==> config.mk <==
export PLATFORM = sky130hd
export DESIGN_NAME = tachometer_period_to_rpm
export DESIGN_NICKNAME = d
export VERILOG_FILES = /design/src/rtl/tpr_pkg.sv /design/src/rtl/tpr_front.sv /design/src/rtl/tpr_fifo.sv /design/src/rtl/tpr_back.sv /design/src/rtl/tachometer_period_to_rpm.sv
export SDC_FILE = /design/constraint.sdc
export NUM_CORES = 1
export LEC_CHECK = 0
export BUFFER_PORTS_ARGS = -buffer_cell sky130_fd_sc_hd__buf_2
export CAP_MARGIN = 25
export CORE_MARGIN = 3
export CORE_UTILIZATION = 62
export DETAILED_ROUTE_END_ITERATION = 10
export GPL_TIMING_DRIVEN = 0
export PLACE_DENSITY = 0.88
export REMOVE_ABC_BUFFERS = 1
export SLEW_MARGIN = 20
export SYNTH_ARGS = -nofsm -noshare
export SYNTH_HDL_FRONTEND = slang
export SYNTH_SLANG_ARGS = --single-unit
export TNS_END_PERCENT = 50
==> constraint.sdc <==
create_clock -name clock -period 6.7 [get_ports clock]
set_input_delay 0.335 -clock clock [delete_from_list [all_inputs] [get_ports clock]]
set_output_delay 0.335 -clock clock [all_outputs]
set_load 0.01 [all_outputs]
==> src/rtl/tpr_pkg.sv <==
// Shared types and constants for the tachometer period-to-rpm block.
`default_nettype none
package tpr_pkg;

   localparam int unsigned TIME_W = 32;
   localparam int unsigned RPM_W  = 16;
   localparam int unsigned PPR_W  = 8;
   localparam int unsigned CSR_INDEX_W = 2;

   localparam logic [TIME_W-1:0] TICKS_PER_MINUTE_DEF = 32'd60000000;
   localparam int unsigned       QUEUE_DEPTH_DEF      = 2;

   localparam logic [TIME_W-1:0] MIN_PERIOD_RST    = 32'd10000;
   localparam logic [PPR_W-1:0]  EDGES_PER_REV_RST = 8'd1;
   localparam logic [RPM_W-1:0]  MAX_RPM_RST       = 16'd5000;

   typedef enum logic [CSR_INDEX_W-1:0] {
      CSR_MIN_PERIOD    = 2'd0,
      CSR_EDGES_PER_REV = 2'd1,
      CSR_MAX_RPM       = 2'd2
   } csr_index_type;

   // Settings the back end needs while it converts a period
   typedef struct packed {
      logic [PPR_W-1:0] edges_per_rev;
      logic [RPM_W-1:0] max_rpm;
   } back_cfg_type;

   typedef enum logic [3:0] {
      ST_IDLE       = 4'b0001,
      ST_DIV_PERIOD = 4'b0010,
      ST_DIV_PULSES = 4'b0100,
      ST_DONE       = 4'b1000
   } back_state_type;

endpackage
`default_nettype wire

==> src/rtl/tpr_front.sv <==
// Edge front end: debounce against the last edge that passed the debounce and queue the period.
`default_nettype none
module tpr_front (
   input  wire logic                      clock,
   input  wire logic                      reset,
   input  wire logic                      req_tvalid,
   output logic                           req_tready,
   input  wire logic [tpr_pkg::TIME_W-1:0] req_tdata,
   input  wire logic [tpr_pkg::TIME_W-1:0] min_period,
   input  wire logic                      queue_full,
   output logic                           push,
   output logic [tpr_pkg::TIME_W-1:0]     push_period
);
   import tpr_pkg::*;

   logic [TIME_W-1:0] last_edge_ff;
   logic [TIME_W-1:0] last_edge_in;
   logic              accept;
   logic              keep;

   assign req_tready  = !queue_full;
   assign accept      = req_tvalid && req_tready;
   // wrapping difference covers a timer rollover between edges
   assign push_period = req_tdata - last_edge_ff;
   assign keep        = push_period >= min_period;
   assign push        = accept && keep;

   always_comb begin
      last_edge_in = last_edge_ff;
      if (push) begin
         last_edge_in = req_tdata;
      end
   end

   always_ff @(posedge clock) begin
      if (reset) begin
         last_edge_ff <= '0;
      end else begin
         last_edge_ff <= last_edge_in;
      end
   end

endmodule
`default_nettype wire

==> src/rtl/tpr_fifo.sv <==
// Short period queue between the front end and the divider back end.
`default_nettype none
module tpr_fifo #(
   parameter int unsigned DEPTH = tpr_pkg::QUEUE_DEPTH_DEF
) (
   input  wire logic                      clock,
   input  wire logic                      reset,
   input  wire logic                      push,
   input  wire logic [tpr_pkg::TIME_W-1:0] push_data,
   input  wire logic                      pop,
   output logic [tpr_pkg::TIME_W-1:0]     pop_data,
   output logic                           full,
   output logic                           empty
);
   import tpr_pkg::*;

   localparam int unsigned PTR_W = (DEPTH > 1) ? $clog2(DEPTH) : 1;
   localparam int unsigned CNT_W = $clog2(DEPTH + 1);
   localparam logic [PTR_W-1:0] LAST_PTR = PTR_W'(DEPTH - 1);
   localparam logic [CNT_W-1:0] FULL_CNT = CNT_W'(DEPTH);

   logic [TIME_W-1:0] mem_ff [DEPTH];
   logic [PTR_W-1:0]  wr_ptr_ff, wr_ptr_in;
   logic [PTR_W-1:0]  rd_ptr_ff, rd_ptr_in;
   logic [CNT_W-1:0]  count_ff, count_in;
   logic              do_push;
   logic              do_pop;

   assign full     = count_ff == FULL_CNT;
   assign empty    = count_ff == '0;
   assign do_push  = push && !full;
   assign do_pop   = pop && !empty;
   assign pop_data = mem_ff[rd_ptr_ff];

   always_comb begin
      wr_ptr_in = wr_ptr_ff;
      rd_ptr_in = rd_ptr_ff;
      count_in  = count_ff;
      if (do_push) begin
         wr_ptr_in = (wr_ptr_ff == LAST_PTR) ? '0 : wr_ptr_ff + 1'b1;
      end
      if (do_pop) begin
         rd_ptr_in = (rd_ptr_ff == LAST_PTR) ? '0 : rd_ptr_ff + 1'b1;
      end
      if (do_push && !do_pop) begin
         count_in = count_ff + 1'b1;
      end else if (do_pop && !do_push) begin
         count_in = count_ff - 1'b1;
      end
   end

   always_ff @(posedge clock) begin
      if (do_push) begin
         mem_ff[wr_ptr_ff] <= push_data;
      end
   end

   always_ff @(posedge clock) begin
      if (reset) begin
         wr_ptr_ff <= '0;
         rd_ptr_ff <= '0;
         count_ff  <= '0;
      end else begin
         wr_ptr_ff <= wr_ptr_in;
         rd_ptr_ff <= rd_ptr_in;
         count_ff  <= count_in;
      end
   end

endmodule
`default_nettype wire

==> src/rtl/tpr_back.sv <==
// Divider back end: two radix-4 restoring divisions, limit check, result register.
`default_nettype none
module tpr_back #(
   parameter logic [tpr_pkg::TIME_W-1:0] TICKS_PER_MINUTE = tpr_pkg::TICKS_PER_MINUTE_DEF
) (
   input  wire logic                      clock,
   input  wire logic                      reset,
   input  wire tpr_pkg::back_cfg_type     cfg,
   input  wire logic                      queue_empty,
   input  wire logic [tpr_pkg::TIME_W-1:0] queue_data,
   output logic                           pop,
   output logic                           rsp_tvalid,
   input  wire logic                      rsp_tready,
   output logic [tpr_pkg::RPM_W-1:0]      rsp_rpm,
   output logic [tpr_pkg::TIME_W-1:0]     rsp_period
);
   import tpr_pkg::*;

   localparam int unsigned ITERS = TIME_W / 2;
   localparam int unsigned CNT_W = $clog2(ITERS);
   localparam logic [CNT_W-1:0] LAST_ITER = CNT_W'(ITERS - 1);

   // One restoring step: returns {remainder, quotient/dividend shift register}
   function automatic logic [2*TIME_W-1:0] div_step(
      input logic [TIME_W-1:0] rem,
      input logic [TIME_W-1:0] num,
      input logic [TIME_W-1:0] den
   );
      logic [TIME_W:0]   sh;
      logic [TIME_W:0]   diff;
      logic              ge;
      logic [TIME_W-1:0] rem_n;
      sh    = {rem, num[TIME_W-1]};
      diff  = sh - {1'b0, den};
      ge    = sh >= {1'b0, den};
      rem_n = ge ? diff[TIME_W-1:0] : sh[TIME_W-1:0];
      return {rem_n, num[TIME_W-2:0], ge};
   endfunction

   back_state_type    state_ff, state_in;
   logic [CNT_W-1:0]  cnt_ff, cnt_in;
   logic [TIME_W-1:0] rem_ff, rem_in;
   logic [TIME_W-1:0] num_ff, num_in;
   logic [TIME_W-1:0] den_ff, den_in;
   logic [TIME_W-1:0] period_ff, period_in;
   logic              rsp_valid_ff, rsp_valid_in;
   logic [RPM_W-1:0]  rsp_rpm_ff, rsp_rpm_in;
   logic [TIME_W-1:0] rsp_period_ff, rsp_period_in;
   logic [2*TIME_W-1:0] step1;
   logic [2*TIME_W-1:0] step2;
   logic              slot_free;
   logic              in_range;

   assign step1     = div_step(rem_ff, num_ff, den_ff);
   assign step2     = div_step(step1[2*TIME_W-1:TIME_W], step1[TIME_W-1:0], den_ff);
   assign slot_free = !rsp_valid_ff || rsp_tready;
   assign in_range  = num_ff <= {{(TIME_W-RPM_W){1'b0}}, cfg.max_rpm};
   assign pop       = (state_ff == ST_IDLE) && !queue_empty;

   assign rsp_tvalid = rsp_valid_ff;
   assign rsp_rpm    = rsp_rpm_ff;
   assign rsp_period = rsp_period_ff;

   always_comb begin
      state_in      = state_ff;
      cnt_in        = cnt_ff;
      rem_in        = rem_ff;
      num_in        = num_ff;
      den_in        = den_ff;
      period_in     = period_ff;
      rsp_valid_in  = rsp_valid_ff;
      rsp_rpm_in    = rsp_rpm_ff;
      rsp_period_in = rsp_period_ff;
      if (rsp_valid_ff && rsp_tready) begin
         rsp_valid_in = 1'b0;
      end
      unique case (state_ff)
         ST_IDLE: begin
            if (!queue_empty) begin
               period_in = queue_data;
               num_in    = TICKS_PER_MINUTE;
               rem_in    = '0;
               den_in    = queue_data;
               cnt_in    = '0;
               state_in  = ST_DIV_PERIOD;
            end
         end
         ST_DIV_PERIOD: begin
            rem_in = step2[2*TIME_W-1:TIME_W];
            num_in = step2[TIME_W-1:0];
            cnt_in = cnt_ff + 1'b1;
            if (cnt_ff == LAST_ITER) begin
               // restart on the quotient, divide by pulses per revolution
               rem_in   = '0;
               den_in   = {{(TIME_W-PPR_W){1'b0}}, cfg.edges_per_rev};
               cnt_in   = '0;
               state_in = ST_DIV_PULSES;
            end
         end
         ST_DIV_PULSES: begin
            rem_in = step2[2*TIME_W-1:TIME_W];
            num_in = step2[TIME_W-1:0];
            cnt_in = cnt_ff + 1'b1;
            if (cnt_ff == LAST_ITER) begin
               state_in = ST_DONE;
            end
         end
         ST_DONE: begin
            // drop readings above the limit, otherwise wait for the output slot
            if (!in_range) begin
               state_in = ST_IDLE;
            end else if (slot_free) begin
               rsp_valid_in  = 1'b1;
               rsp_rpm_in    = num_ff[RPM_W-1:0];
               rsp_period_in = period_ff;
               state_in      = ST_IDLE;
            end
         end
         default: begin
            state_in = ST_IDLE;
         end
      endcase
   end

   always_ff @(posedge clock) begin
      cnt_ff        <= cnt_in;
      rem_ff        <= rem_in;
      num_ff        <= num_in;
      den_ff        <= den_in;
      period_ff     <= period_in;
      rsp_rpm_ff    <= rsp_rpm_in;
      rsp_period_ff <= rsp_period_in;
   end

   always_ff @(posedge clock) begin
      if (reset) begin
         state_ff     <= ST_IDLE;
         rsp_valid_ff <= 1'b0;
      end else begin
         state_ff     <= state_in;
         rsp_valid_ff <= rsp_valid_in;
      end
   end

   a_pop_only_idle: assert property (@(posedge clock) disable iff (reset)
      pop |=> state_ff == ST_DIV_PERIOD)
      else $error("period taken from queue outside idle");

   a_load_from_done: assert property (@(posedge clock) disable iff (reset)
      $rose(rsp_valid_ff) |-> $past(state_ff == ST_DONE))
      else $error("result loaded without a finished division");

   a_rpm_limit: assert property (@(posedge clock) disable iff (reset)
      $rose(rsp_valid_ff) |-> rsp_rpm_ff <= cfg.max_rpm)
      else $error("result above speed limit");

   a_load_next_idle: assert property (@(posedge clock) disable iff (reset)
      $rose(rsp_valid_ff) |-> state_ff == ST_IDLE)
      else $error("back end did not return to idle after a result");

endmodule
`default_nettype wire

==> src/rtl/tachometer_period_to_rpm.sv <==
// Top level of the tachometer: settings registers, front end, period queue, back end.
//
//  channel | direction | handshake            | payload
//  req     | in        | req_tvalid/tready    | edge_time
//  rsp     | out       | rsp_tvalid/tready    | rpm, period
//  csr     | in        | csr_valid/csr_ready  | csr_index, csr_data
//
// An edge is taken whenever the period queue has room; a debounced edge passes the
// back end in order: a load step in idle, sixteen radix-4 steps of the shared
// divider for ticks per minute over the period, sixteen for pulses per revolution,
// and a check and register step that waits for a free output slot. Synchronous reset
// clears the last edge time, queue, back-end state and output valid, and restores the
// register defaults. A stalled result holds in the output register while the back end
// finishes one more period and up to QUEUE_DEPTH further periods queue.
`default_nettype none
module tachometer_period_to_rpm #(
   parameter logic [tpr_pkg::TIME_W-1:0] TICKS_PER_MINUTE = tpr_pkg::TICKS_PER_MINUTE_DEF,
   parameter int unsigned QUEUE_DEPTH = tpr_pkg::QUEUE_DEPTH_DEF
) (
   input  wire logic                           clock,
   input  wire logic                           reset,
   input  wire logic                           req_tvalid,
   output logic                                req_tready,
   input  wire logic [tpr_pkg::TIME_W-1:0]      req_tdata,   // [31:0] edge_time
   output logic                                rsp_tvalid,
   input  wire logic                           rsp_tready,
   output logic [47:0]                         rsp_tdata,   // [15:0] rpm, [47:16] period
   input  wire logic                           csr_valid,
   output logic                                csr_ready,
   input  wire logic [tpr_pkg::CSR_INDEX_W-1:0] csr_index,
   input  wire logic [tpr_pkg::TIME_W-1:0]      csr_data
);
   import tpr_pkg::*;

   logic [TIME_W-1:0] min_period_ff, min_period_in;
   logic [PPR_W-1:0]  edges_per_rev_ff, edges_per_rev_in;
   logic [RPM_W-1:0]  max_rpm_ff, max_rpm_in;
   back_cfg_type      back_cfg;
   logic              csr_write;
   logic              push;
   logic [TIME_W-1:0] push_period;
   logic              pop;
   logic [TIME_W-1:0] queue_data;
   logic              queue_full;
   logic              queue_empty;
   logic [RPM_W-1:0]  rsp_rpm;
   logic [TIME_W-1:0] rsp_period;

   assign csr_ready = 1'b1;
   assign csr_write = csr_valid && csr_ready;

   always_comb begin
      min_period_in    = min_period_ff;
      edges_per_rev_in = edges_per_rev_ff;
      max_rpm_in       = max_rpm_ff;
      if (csr_write) begin
         unique case (csr_index_type'(csr_index))
            CSR_MIN_PERIOD:    min_period_in    = csr_data;
            CSR_EDGES_PER_REV: edges_per_rev_in = csr_data[PPR_W-1:0];
            CSR_MAX_RPM:       max_rpm_in       = csr_data[RPM_W-1:0];
            default: begin
               // ignore writes to unused indexes
            end
         endcase
      end
   end

   always_ff @(posedge clock) begin
      if (reset) begin
         min_period_ff    <= MIN_PERIOD_RST;
         edges_per_rev_ff <= EDGES_PER_REV_RST;
         max_rpm_ff       <= MAX_RPM_RST;
      end else begin
         min_period_ff    <= min_period_in;
         edges_per_rev_ff <= edges_per_rev_in;
         max_rpm_ff       <= max_rpm_in;
      end
   end

   assign back_cfg.edges_per_rev = edges_per_rev_ff;
   assign back_cfg.max_rpm       = max_rpm_ff;

   tpr_front u_front (
      .clock       (clock),
      .reset       (reset),
      .req_tvalid  (req_tvalid),
      .req_tready  (req_tready),
      .req_tdata   (req_tdata),
      .min_period  (min_period_ff),
      .queue_full  (queue_full),
      .push        (push),
      .push_period (push_period)
   );

   tpr_fifo #(
      .DEPTH (QUEUE_DEPTH)
   ) u_fifo (
      .clock     (clock),
      .reset     (reset),
      .push      (push),
      .push_data (push_period),
      .pop       (pop),
      .pop_data  (queue_data),
      .full      (queue_full),
      .empty     (queue_empty)
   );

   tpr_back #(
      .TICKS_PER_MINUTE (TICKS_PER_MINUTE)
   ) u_back (
      .clock       (clock),
      .reset       (reset),
      .cfg         (back_cfg),
      .queue_empty (queue_empty),
      .queue_data  (queue_data),
      .pop         (pop),
      .rsp_tvalid  (rsp_tvalid),
      .rsp_tready  (rsp_tready),
      .rsp_rpm     (rsp_rpm),
      .rsp_period  (rsp_period)
   );

   assign rsp_tdata = {rsp_period, rsp_rpm};

endmodule
`default_nettype wire

==> results.md, run 1 <==
- Drt drc: 0
- I/O Buffers: 120
- Syn Area/Cell: 10.4 um2
- Die Width: 181 um
- Worst Tran Pin Value: 0.863 ns
- Reg2reg path depth: 23
- Most common cell in the synthesized netlist: edfxtp_1
- IO Pins: 122
- Max_slew headroom: 41.0%
- CP Max Fanout: 26
- Max Cap Violations: 0
- Via count of the routed design: 14,700
- Vias/cell: 6.25
- Period utilisation layout: 95.9%
- Hold-fix buffers, CTS: 0
- Worst hold path startpoint: csr_data[18]
- Fill cells: 1,928
- Cts bufs inserted: 36
- Avg WL per Cell: 20.7 um
- Final-report hold violation count: 0
- Sink Count: 342
- Clock latency on the worst-skew pair: 0.53 ns
- Data required time at the worst endpoint: 6.97 ns
- Clock Tree Buf Depth: 3
- HPWL after DPL: 34.0 mm
- Starting Density: 63.4%
- Total Routing Usage GR: 28.8%
- Yosys cell types: 80
- Gr ovfl total: 0
- Setup TNS: 0 ns
- FF-to-FF Start: u_back.num_ff[31]
- Finished Cell Area: 21,400 um2
- Sequential share of the synthesized area: 49.1%
- Skew final: 0.0169 ns
- Synth top area cells: edfxtp_1 39%, dfxtp_1 10%, ha_1 9.6%
- Top cells by count, synth: 244 x edfxtp_1, 198 x nand2_1, 161 x a21oi_1
- H-tree levels: 2
- Area share of the largest cell type after synthesis: 38.7%
- ANT nets after route: 0
- Vias in the first global route: 14,600
- Fmax: 156 MHz
- Outcome: finished clean
- EDFF count, synth: 244
- DR pass1 iterations: 7
- Crit path launch type: flip-flop
- Total number of yosys warnings: 0
- Worst Path Arrival: 6.70 ns
- CTS tree: yes
- Placed cell areas: 20,200 um2
- Kind of critical path: flip-flop to flip-flop
- Crit path time final: 6.43 ns
- FF-to-FF setup slack: 0.27 ns
- Synth Flop Type: edfxtp_1
- Flops & latches, synth: 342
- Final Slew Violations: 0
- Routed WL: 48.6 mm
- Min-delay worst type: input pin to flip-flop
- Crit. End Element: flip-flop
- Core area: 29,900 um2
- Die Ht: 181 um
- Hold Crit Depth: 3
- FF-to-FF End: u_back.rem_ff[13]
- Largest net degree at the start of global routing: 52
- Cell taking the most area after synthesis: edfxtp_1
- Synth Cell Area: 18,900 um2
- Initial antenna violation count: 2
- DR iter-0 viols: 1,541
- Fin nets: 2,152
- Final Setup Violations: 0
- Layout cells sized above 1: 15.4%
- FFs w/ async S/R, synth: 0%
- Rows: 63
- Clock root buffer: clkbuf_16
- First-pass GRT wire length: 76.2 mm
- Die area: 32,700 um2
- Cells after Synth: 1,814
- Worst Hold End: min_period_ff[18]
- Layout area overhead: 13.2%
- Clock Pin Slew Worst Setup and Hold Paths: 0.06 ns
- RSZ-0062 raised after global routing: no
- Routability cong.: 0.900
[metrics by stage]
step                      setup WS (ns)  cells  hold WS [ns]  util (%)
after detailed placement          0.281   2281         0.405      67.5
after global routing             0.0577   2352        0.0486      71.8
final                             0.272   2352        0.0451      71.8
after floorplan                   -3.06   1753         0.400         -
after global placement            -7.27   2263         0.405      66.1
after CTS                         0.202   2347        0.0280      71.5
[flip-flops by register name (all words and copies together) (netlist names), named ones only]
signal	count
edges_per_rev_ff	8
u_back.rsp_period	32
u_back.rsp_rpm	16
u_fifo.mem_ff	64
u_back.cnt_ff	4
u_back.den_ff	32
u_front.last_edge_ff	32
u_back.period_ff	32
u_back.num_ff	32
u_fifo.wr_ptr_ff	1
u_back.state_ff	4
u_fifo.rd_ptr_ff	1
max_rpm_ff	16
u_fifo.count_ff	2
u_back.rem_ff	32
min_period_ff	32
u_back.rsp_tvalid	1
[what timing repair did]
action,CTS,global route
gates resized for setup,0,1
endpoints found under the setup margin,0,54
setup buffers,0,4
endpoints found under the hold margin,0,0
[worst max path at each step]
| stage | from | to | slack, ns | cells after the start |
|---|---|---|---|---|
| floorplan | req_tdata[0] | u_fifo.mem_ff[0][0] | -3.06 | 21 |
| global placement | req_tdata[0] | u_fifo.mem_ff[1][20] | -7.27 | 22 |
| detailed placement | req_tdata[0] | u_fifo.mem_ff[1][31] | 0.28 | 27 |
| CTS | u_back.num_ff[31] | u_back.rem_ff[13] | 0.20 | 23 |
| global route | u_back.num_ff[31] | u_back.rem_ff[6] | 0.06 | 22 |
| finish | u_back.num_ff[31] | u_back.rem_ff[13] | 0.27 | 23 |
[cell families (layout without fill, tap and decap cells)]
family                   count (synthesis)  after routing  synth area share [%]
multiplexers                            93             93                  5.27
AND/OR/NAND/NOR                        534            534                  13.4
XOR/XNOR                                87             87                  4.06
AO/OA/AOI/OAI                          396            396                  13.8
buffers and inverters                  213            360                  4.51
other                                    1              2                0.0198
flip-flops                             342            342                  49.1
adder cells (fa/ha/maj)                148            148                  9.90
[worst max-delay path, cell delays in order (launching register included)]
cell and delay (ns):
edfxtp_1 0.48, inv_1 0.10, ha_1 0.17, inv_1 0.06, fa_1 0.41, a21o_1 0.20, a221o_1 0.45, a221oi_4 0.58
a21oi_1 0.19, o21ai_0 0.34, o21ai_0 0.15, xnor2_1 0.14, mux2_2 0.29, ha_1 0.23, or3_1 0.33, o221ai_1 0.21
nand3_1 0.13, a21oi_2 0.16, nor2_1 0.09, a311o_1 0.45, a221o_2 0.54, buf_16 0.23, nor2_1 0.14, a211oi_2 0.07
[metal layers]
layer	vias to the layer above	global-route usage [%]	routed length, um
met2	795	49.7	24000
li1	6741	-	-
met3	192	4.65	3840
met4	2	12.4	2170
met5	-	0	18
met1	6970	36.0	18600
[layout by cell type (no fill, tap or decap), types with 9 or more instances in the layout]
cell       instances
edfxtp_1         244
nand2_1          196
a21oi_1          161
inv_1            151
ha_1             145
buf_2            119
nor2_1           117
dfxtp_1           97
xnor2_1           55
mux2_2            53
o21ai_0           52
and2_1            48
a21o_1            44
mux2i_1           40
clkbuf_16         39
nand2b_1          32
xor2_1            31
nand3_1           30
o211ai_1          18
nor3_1            17
and3_1            17
nand4_1           16
o21bai_1          13
or3_1             11
o21a_1            11
a211oi_2          10
nor2b_1            9
nor4_1             9
[layout make-up]
| cell class | instances | area, um2 | share of cell area (%) |
|---|---|---|---|
| Antenna cell | 1 | 2.50 | 0.0117 |
| Sequential cell | 342 | 9290 | 43.3 |
| Tap cell | 390 | 488 | 2.28 |
| Clock inverter | 18 | 160 | 0.747 |
| Timing Repair Buffer | 142 | 1020 | 4.74 |
| Clock buffer | 48 | 1040 | 4.85 |
| Inverter | 152 | 571 | 2.66 |
| Multi-Input combinational cell | 1259 | 8870 | 41.4 |
Power of run 1 is left out: the tool's default activity adds up to more than one toggle a clock period on the data nets, which glitch-free logic cannot reach.
==> inputs of run 2 (changes only) <==
--- a/config.mk
+++ b/config.mk
@@ -7,7 +7,7 @@
 export LEC_CHECK = 0
 export BUFFER_PORTS_ARGS = -buffer_cell sky130_fd_sc_hd__buf_2
 export CAP_MARGIN = 25
-export CORE_MARGIN = 3
+export CORE_MARGIN = 8
 export CORE_UTILIZATION = 62
 export DETAILED_ROUTE_END_ITERATION = 10
 export GPL_TIMING_DRIVEN = 0
==> run 2 against run 1 <==
Via count fell by 0.93%. Cell area is 0.85% lower. First-iteration DRC count shrank 1.2%. Setup slack better by 0.061 ns. Clock skew fell by 0.0013 ns. Fmax rose by 0.96%. Cell count about the same. Non-clock buffer count shrank 5.
==> results.md, run 2 (synthesis results as in run 1) <==
- Outcome: finished clean (unchanged)
- DR iter-0 viols: 1,522 (was 1,541)
- ANT nets after route: 0 (unchanged)
- Rows: 64 (was 63)
- Sink Count: 342 (unchanged)
- Layout area overhead: 12.3% (was 13.2%)
- Crit path launch type: flip-flop (unchanged)
- FF-to-FF Start: u_back.den_ff[1] (was u_back.num_ff[31])
- Commonest non-fill, non-tap cells in the layout: 244 x edfxtp_1, 196 x nand2_1, 161 x a21oi_1, 151 x inv_1, 145 x ha_1 (unchanged)
- Vias in the first global route: 14,800 (was 14,600)
- Max Cap Violations: 0 (unchanged)
- Commonest non-fill, non-tap cell in the layout: edfxtp_1 (unchanged)
- Period utilisation layout: 95.0% (was 95.9%)
- Cts bufs inserted: 36 (unchanged)
- Skew final: 0.0155 ns (was 0.0169 ns)
- Vias/cell: 6.19 (was 6.25)
- Die area: 36,400 um2 (was 32,700 um2)
- Diode count: 0 (was 1)
- Final-report hold violation count: 0 (unchanged)
- Register name with the most flops: u_fifo.mem_ff (unchanged)
- Crit path time final: 6.37 ns (was 6.43 ns)
- Worst Hold End: min_period_ff[19] (was min_period_ff[18])
- HPWL after DPL: 34.6 mm (was 34.0 mm)
- Min-delay worst type: input pin to flip-flop (unchanged)
- GR Util met3: 4.59% (was 4.65%)
- Data required time at the worst endpoint: 6.92 ns (was 6.97 ns)
- Fmax: 157 MHz (was 156 MHz)
- FF-to-FF End: u_back.rem_ff[8] (was u_back.rem_ff[13])
- Die Ht: 191 um (was 181 um)
- Worst Path Arrival: 6.59 ns (was 6.70 ns)
- Routed WL: 48.7 mm (was 48.6 mm)
- Routability cong.: 0.927 (was 0.900)
- Drt drc: 0 (unchanged)
- Layout cells sized above 1: 14.9% (was 15.4%)
- CTS tree: yes (unchanged)
- CP Max Fanout: 30 (was 26)
- RSZ-0062 raised after global routing: no (unchanged)
- Kind of critical path: flip-flop to flip-flop (unchanged)
- H-tree levels: 2 (unchanged)
- Worst setup path startpoint: u_back.den_ff[1] (was u_back.num_ff[31])
- Max_slew headroom: 42.3% (was 41.0%)
- Via count of the routed design: 14,600 (was 14,700)
- Worst Tran Pin Value: 0.862 ns (was 0.863 ns)
- Core area: 30,300 um2 (was 29,900 um2)
- Clock root buffer: clkbuf_16 (unchanged)
- Clock Tree Buf Depth: 3 (unchanged)
- Final Setup Violations: 0 (unchanged)
- GRT busiest layer: met2 (unchanged)
- Total Routing Usage GR: 26.1% (was 28.8%)
- Clock latency on the worst-skew pair: 0.53 ns (about the same)
- Avg WL per Cell: 20.7 um (about the same)
- Clock Pin Slew Worst Setup and Hold Paths: 0.06 ns (about the same)
- Fin nets: 2,147 (was 2,152)
- Die Width: 191 um (was 181 um)
- Final Slew Violations: 0 (unchanged)
- I/O Buffers: 120 (unchanged)
- Max FFs per register: 64 (unchanged)
- Hold Crit Depth: 3 (unchanged)
- Min Hold Slack: 0.0571 ns (was 0.0451 ns)
- Reg2reg path depth: 23 (unchanged)
- Gr ovfl total: 0 (unchanged)
- Starting Density: 62.4% (was 63.4%)
- Worst hold path startpoint: csr_data[19] (was csr_data[18])
- Largest net degree at the start of global routing: 60 (was 52)
- First-pass GRT wire length: 76.3 mm (was 76.2 mm)
- Register area: 9290 um2 (unchanged)
- FF-to-FF setup slack: 0.33 ns (was 0.27 ns)
- Hold-fix buffers, CTS: 0 (unchanged)
- Grt met2 use: 45.9% (was 49.7%)
- Crit. End Element: flip-flop (unchanged)
- IO Pins: 122 (unchanged)
- DR pass1 iterations: 5 (was 7)
- Met1 global-route usage: 30.7% (was 36.0%)
- Initial antenna violation count: 3 (was 2)
- Fill cells: 2,003 (was 1,928)
- Footprint of the multi-input gates: 8870 um2 (about the same)
run 2: area by class of cell:
cell class	instances	share of cell area (%)
sequential	342	43.7
timing repair buffer	137	4.37
tap	396	2.33
multi-input combinational	1259	41.7
clock buffer	45	4.44
inverter	152	2.68
clock inverter	20	0.724
run 2: metrics by stage:
step                setup slack, ns  TNS [ns]  utilization, %  cells  area, um2
floorplan                     -3.06   -229.24               -   1753      18700
CTS                           0.185         0            70.0   2351      21200
finish                        0.333         0            70.0   2351      21300
detailed placement            0.235         0            66.4   2286      20100
global route               0.000937         0            70.0   2351      21300
global placement              -7.41   -603.36            65.1   2269      19700
run 2: timing repair:
| item | CTS | global route |
|---|---|---|
| buffers inserted | 0 | 0 |
| resized for setup | 0 | 2 |
| setup endpoints to repair | 0 | 22 |
run 2: critical path: stages (launching register included):
cell and delay (ns):
edfxtp_1 0.43, inv_1 0.15, ha_1 0.27, nor2b_1 0.16, o31a_1 0.31, o211ai_2 0.27, a22o_4 0.24, nand3_1 0.12
a31o_2 0.49, buf_16 0.26, o21ai_0 0.37, inv_1 0.09, ha_1 0.30, nor2b_1 0.15, o2111ai_2 0.19, nand3_1 0.13
a41o_1 0.33, a21oi_2 0.22, nor2_1 0.09, a311o_1 0.45, a221o_2 0.55, buf_16 0.24, nor2_1 0.16, a211oi_2 0.08
run 2: how the worst max path moves through the flow:
stage                                end  slack, ns  cells past startpoint
finish                  u_back.rem_ff[8]       0.33                     23
global route            u_back.rem_ff[8]     0.0009                     23
CTS                     u_back.rem_ff[8]       0.18                     22
detailed placement      u_back.rem_ff[8]       0.23                     22
global placement    u_fifo.mem_ff[1][18]      -7.41                     22
floorplan            u_fifo.mem_ff[0][0]      -3.06                     21
run 2: layer usage:
metal | part of all wire (%) | up-vias
met5 | 0.049 | -
met4 | 4.5 | 4
met3 | 7.6 | 174
met2 | 50 | 704
met1 | 38 | 6969
li1 | - | 6713
Power of run 2 is left out for the same reason.
==> inputs of run 3 (changes only) <==
--- a/config.mk
+++ b/config.mk
@@ -8,10 +8,12 @@
 export BUFFER_PORTS_ARGS = -buffer_cell sky130_fd_sc_hd__buf_2
 export CAP_MARGIN = 25
 export CORE_MARGIN = 8
-export CORE_UTILIZATION = 62
+export CORE_UTILIZATION = 63
+export CTS_BUF_LIST = sky130_fd_sc_hd__clkbuf_8
 export DETAILED_ROUTE_END_ITERATION = 10
+export GPL_ROUTABILITY_DRIVEN = 0
 export GPL_TIMING_DRIVEN = 0
-export PLACE_DENSITY = 0.88
+export PLACE_DENSITY = 0.89
 export REMOVE_ABC_BUFFERS = 1
 export SLEW_MARGIN = 20
 export SYNTH_ARGS = -nofsm -noshare
==> run 3 against run 2 <==
Register-to-register slack about the same. Clock skew increased by 0.012 ns. Routed wire length increased by 1.1%.
==> results.md, run 3 (synthesis results as in run 1) <==
- Crit path time final: 6.37 ns (about the same)
- Commonest non-fill, non-tap cells in the layout: 244 x edfxtp_1, 196 x nand2_1, 171 x inv_1, 161 x a21oi_1, 145 x ha_1 (was 244 x edfxtp_1, 196 x nand2_1, 161 x a21oi_1, 151 x inv_1, 145 x ha_1)
- Outcome: finished clean (unchanged)
- H-tree levels: 2 (unchanged)
- Max_slew headroom: 42.4% (was 42.3%)
- ANT nets after route: 0 (unchanged)
- Via count of the routed design: 14,900 (was 14,600)
- Sink Count: 342 (unchanged)
- DR pass1 iterations: 8 (was 5)
- Crit path launch type: flip-flop (unchanged)
- Gr ovfl total: 0 (unchanged)
- Vias in the first global route: 15,100 (was 14,800)
- IO Pins: 122 (unchanged)
- Worst path buffer plus inverter count: 3 (was 4)
- Avg WL per Cell: 20.4 um (was 20.7 um)
- Largest net degree at the start of global routing: 46 (was 60)
- Layout cells sized above 1: 15.4% (was 14.9%)
- Commonest non-fill, non-tap cell in the layout: edfxtp_1 (unchanged)
- CTS tree: yes (unchanged)
- Max FFs per register: 64 (unchanged)
- Period utilisation layout: 95.0% (about the same)
- First-pass GRT wire length: 76.4 mm (was 76.3 mm)
- Core area: 29,600 um2 (was 30,300 um2)
- DR iter-0 viols: 1,352 (was 1,522)
- HPWL after DPL: 33.7 mm (was 34.6 mm)
- Kind of critical path: flip-flop to flip-flop (unchanged)
- Met1 global-route usage: 30.5% (was 30.7%)
- Clock Tree Buf Depth: 3 (unchanged)
- Clock latency on the worst-skew pair: 0.60 ns (was 0.53 ns)
- Register name with the most flops: u_fifo.mem_ff (unchanged)
- GR Util met3: 4.86% (was 4.59%)
- Grt met2 use: 46.3% (was 45.9%)
- FF-to-FF setup slack: 0.33 ns (about the same)
- GRT busiest layer: met2 (unchanged)
- Data required time at the worst endpoint: 7.02 ns (was 6.92 ns)
- Fill cells: 1,876 (was 2,003)
- Critical path's top delay family: compound AO/OA/AOI/OAI gates (unchanged)
- Drt drc: 0 (unchanged)
- Setup TNS: 0 ns (unchanged)
- RSZ-0062 raised after global routing: no (unchanged)
- Slowest CP cell: a221o_2 (unchanged)
- Fin nets: 2,197 (was 2,147)
- Die Ht: 189 um (was 191 um)
- Routed WL: 49.2 mm (was 48.7 mm)
- Total Routing Usage GR: 26.2% (was 26.1%)
- I/O Buffers: 120 (unchanged)
- CP Cell Sequence: inv_1, ha_1, inv_1, fa_1, a21o_1, a221o_1, a221oi_2, a21oi_1, o21ai_0, o21ai_0, xnor2_1, mux2_2, ha_1, or3_1, o221ai_1, a21boi_1, nor2_1, a311o_1, a221o_2, buf_16, nor2_1, a211oi_2 (was inv_1, ha_1, nor2b_1, o31a_1, o211ai_2, a22o_4, nand3_1, a31o_2, buf_16, o21ai_0, inv_1, ha_1, nor2b_1, o2111ai_2, nand3_1, a41o_1, a21oi_2, nor2_1, a311o_1, a221o_2, buf_16, nor2_1, a211oi_2)
- CP Max Fanout: 21 (was 30)
- Crit. End Element: flip-flop (unchanged)
- Initial antenna violation count: 3 (unchanged)
- Min-delay worst type: input pin to flip-flop (unchanged)
- Die area: 35,900 um2 (was 36,400 um2)
- Final-report hold violation count: 0 (unchanged)
- Worst Path Arrival: 6.69 ns (was 6.59 ns)
- Clock root buffer: clkbuf_8 (was clkbuf_16)
- Starting Density: 63.9% (was 62.4%)
- Final Slew Violations: 0 (unchanged)
- Fmax: 157 MHz (about the same)
- Vias/cell: 6.16 (was 6.19)
- Worst Tran Pin Value: 0.860 ns (was 0.862 ns)
- Final Setup Violations: 0 (unchanged)
- Cts bufs inserted: 54 (was 36)
- Skew final: 0.0278 ns (was 0.0155 ns)
- CP max stage delay: 0.59 ns (was 0.55 ns)
- Rows: 63 (was 64)
- Setup Fix Bufs, Post-CTS: 0 (unchanged)
- Max Cap Violations: 0 (unchanged)
- Layout area overhead: 13.7% (was 12.3%)
- Clock Pin Slew Worst Setup and Hold Paths: 0.07 ns (was 0.06 ns)
- Die Width: 189 um (was 191 um)
-- run 3: cell count changes in the layout (fill, tap and decap cells not counted), sizes merged --
cell	previous run	this run
inv	154	172
bufinv	1	2
dlygate4sd3	0	32
diode	0	2
clkbuf	45	61
-- run 3: layout make-up --
class	count	area (um2)	share of cell area (%)
Antenna cell	2	5.00	0.0232
Clock buffer	61	840	3.90
Clock inverter	39	223	1.03
Inverter	152	571	2.65
Multi-Input combinational cell	1259	8860	41.2
Sequential cell	342	9290	43.2
Tap cell	390	488	2.27
Timing Repair Buffer	169	1250	5.81
-- run 3: layer usage --
layer,vias up,part of all wire (%)
met2,825,50
met3,188,8.5
met4,2,4.2
li1,6823,-
met5,-,0.039
met1,7031,37
-- run 3: per-stage QoR --
step | worst slack, ns | util (%) | hold slack, ns | std cells | area, um2
after floorplan | -3.06 | - | 0.400 | 1753 | 18700
after global placement | -7.16 | 66.6 | 0.402 | 2263 | 19700
after detailed placement | 0.176 | 67.9 | 0.405 | 2279 | 20100
after CTS | 0.124 | 72.6 | 0.00168 | 2411 | 21500
after global routing | 0.0724 | 72.6 | 0.00876 | 2414 | 21500
final | 0.335 | 72.6 | 0.0111 | 2414 | 21500
-- run 3: final timing paths --
path | start | end | cells past startpoint
min | csr_data[15] | min_period_ff[15] | 3
min reg2reg | u_back.period_ff[30] | u_back.rsp_period[30] | 0
max reg2reg | u_back.num_ff[31] | u_back.rem_ff[13] | 22
max | u_back.num_ff[31] | u_back.rem_ff[13] | 22
-- run 3: worst reg2reg max path: cells and delay by family (launching register included) --
kind,cells,cell delay (ns)
simple gates,3,0.60
flops,1,0.48
fa+ha+maj,3,0.82
mux,1,0.29
buf+inv,3,0.43
compound gates,11,3.35
xor+xnor,1,0.16
-- run 3: what timing repair did --
action	4_1_cts	5_1_grt
endpoints found under the hold margin	33	0
resized for setup	0	1
hold buffers	32	0
setup endpoints to repair	0	3
Power of run 3 is left out for the same reason.
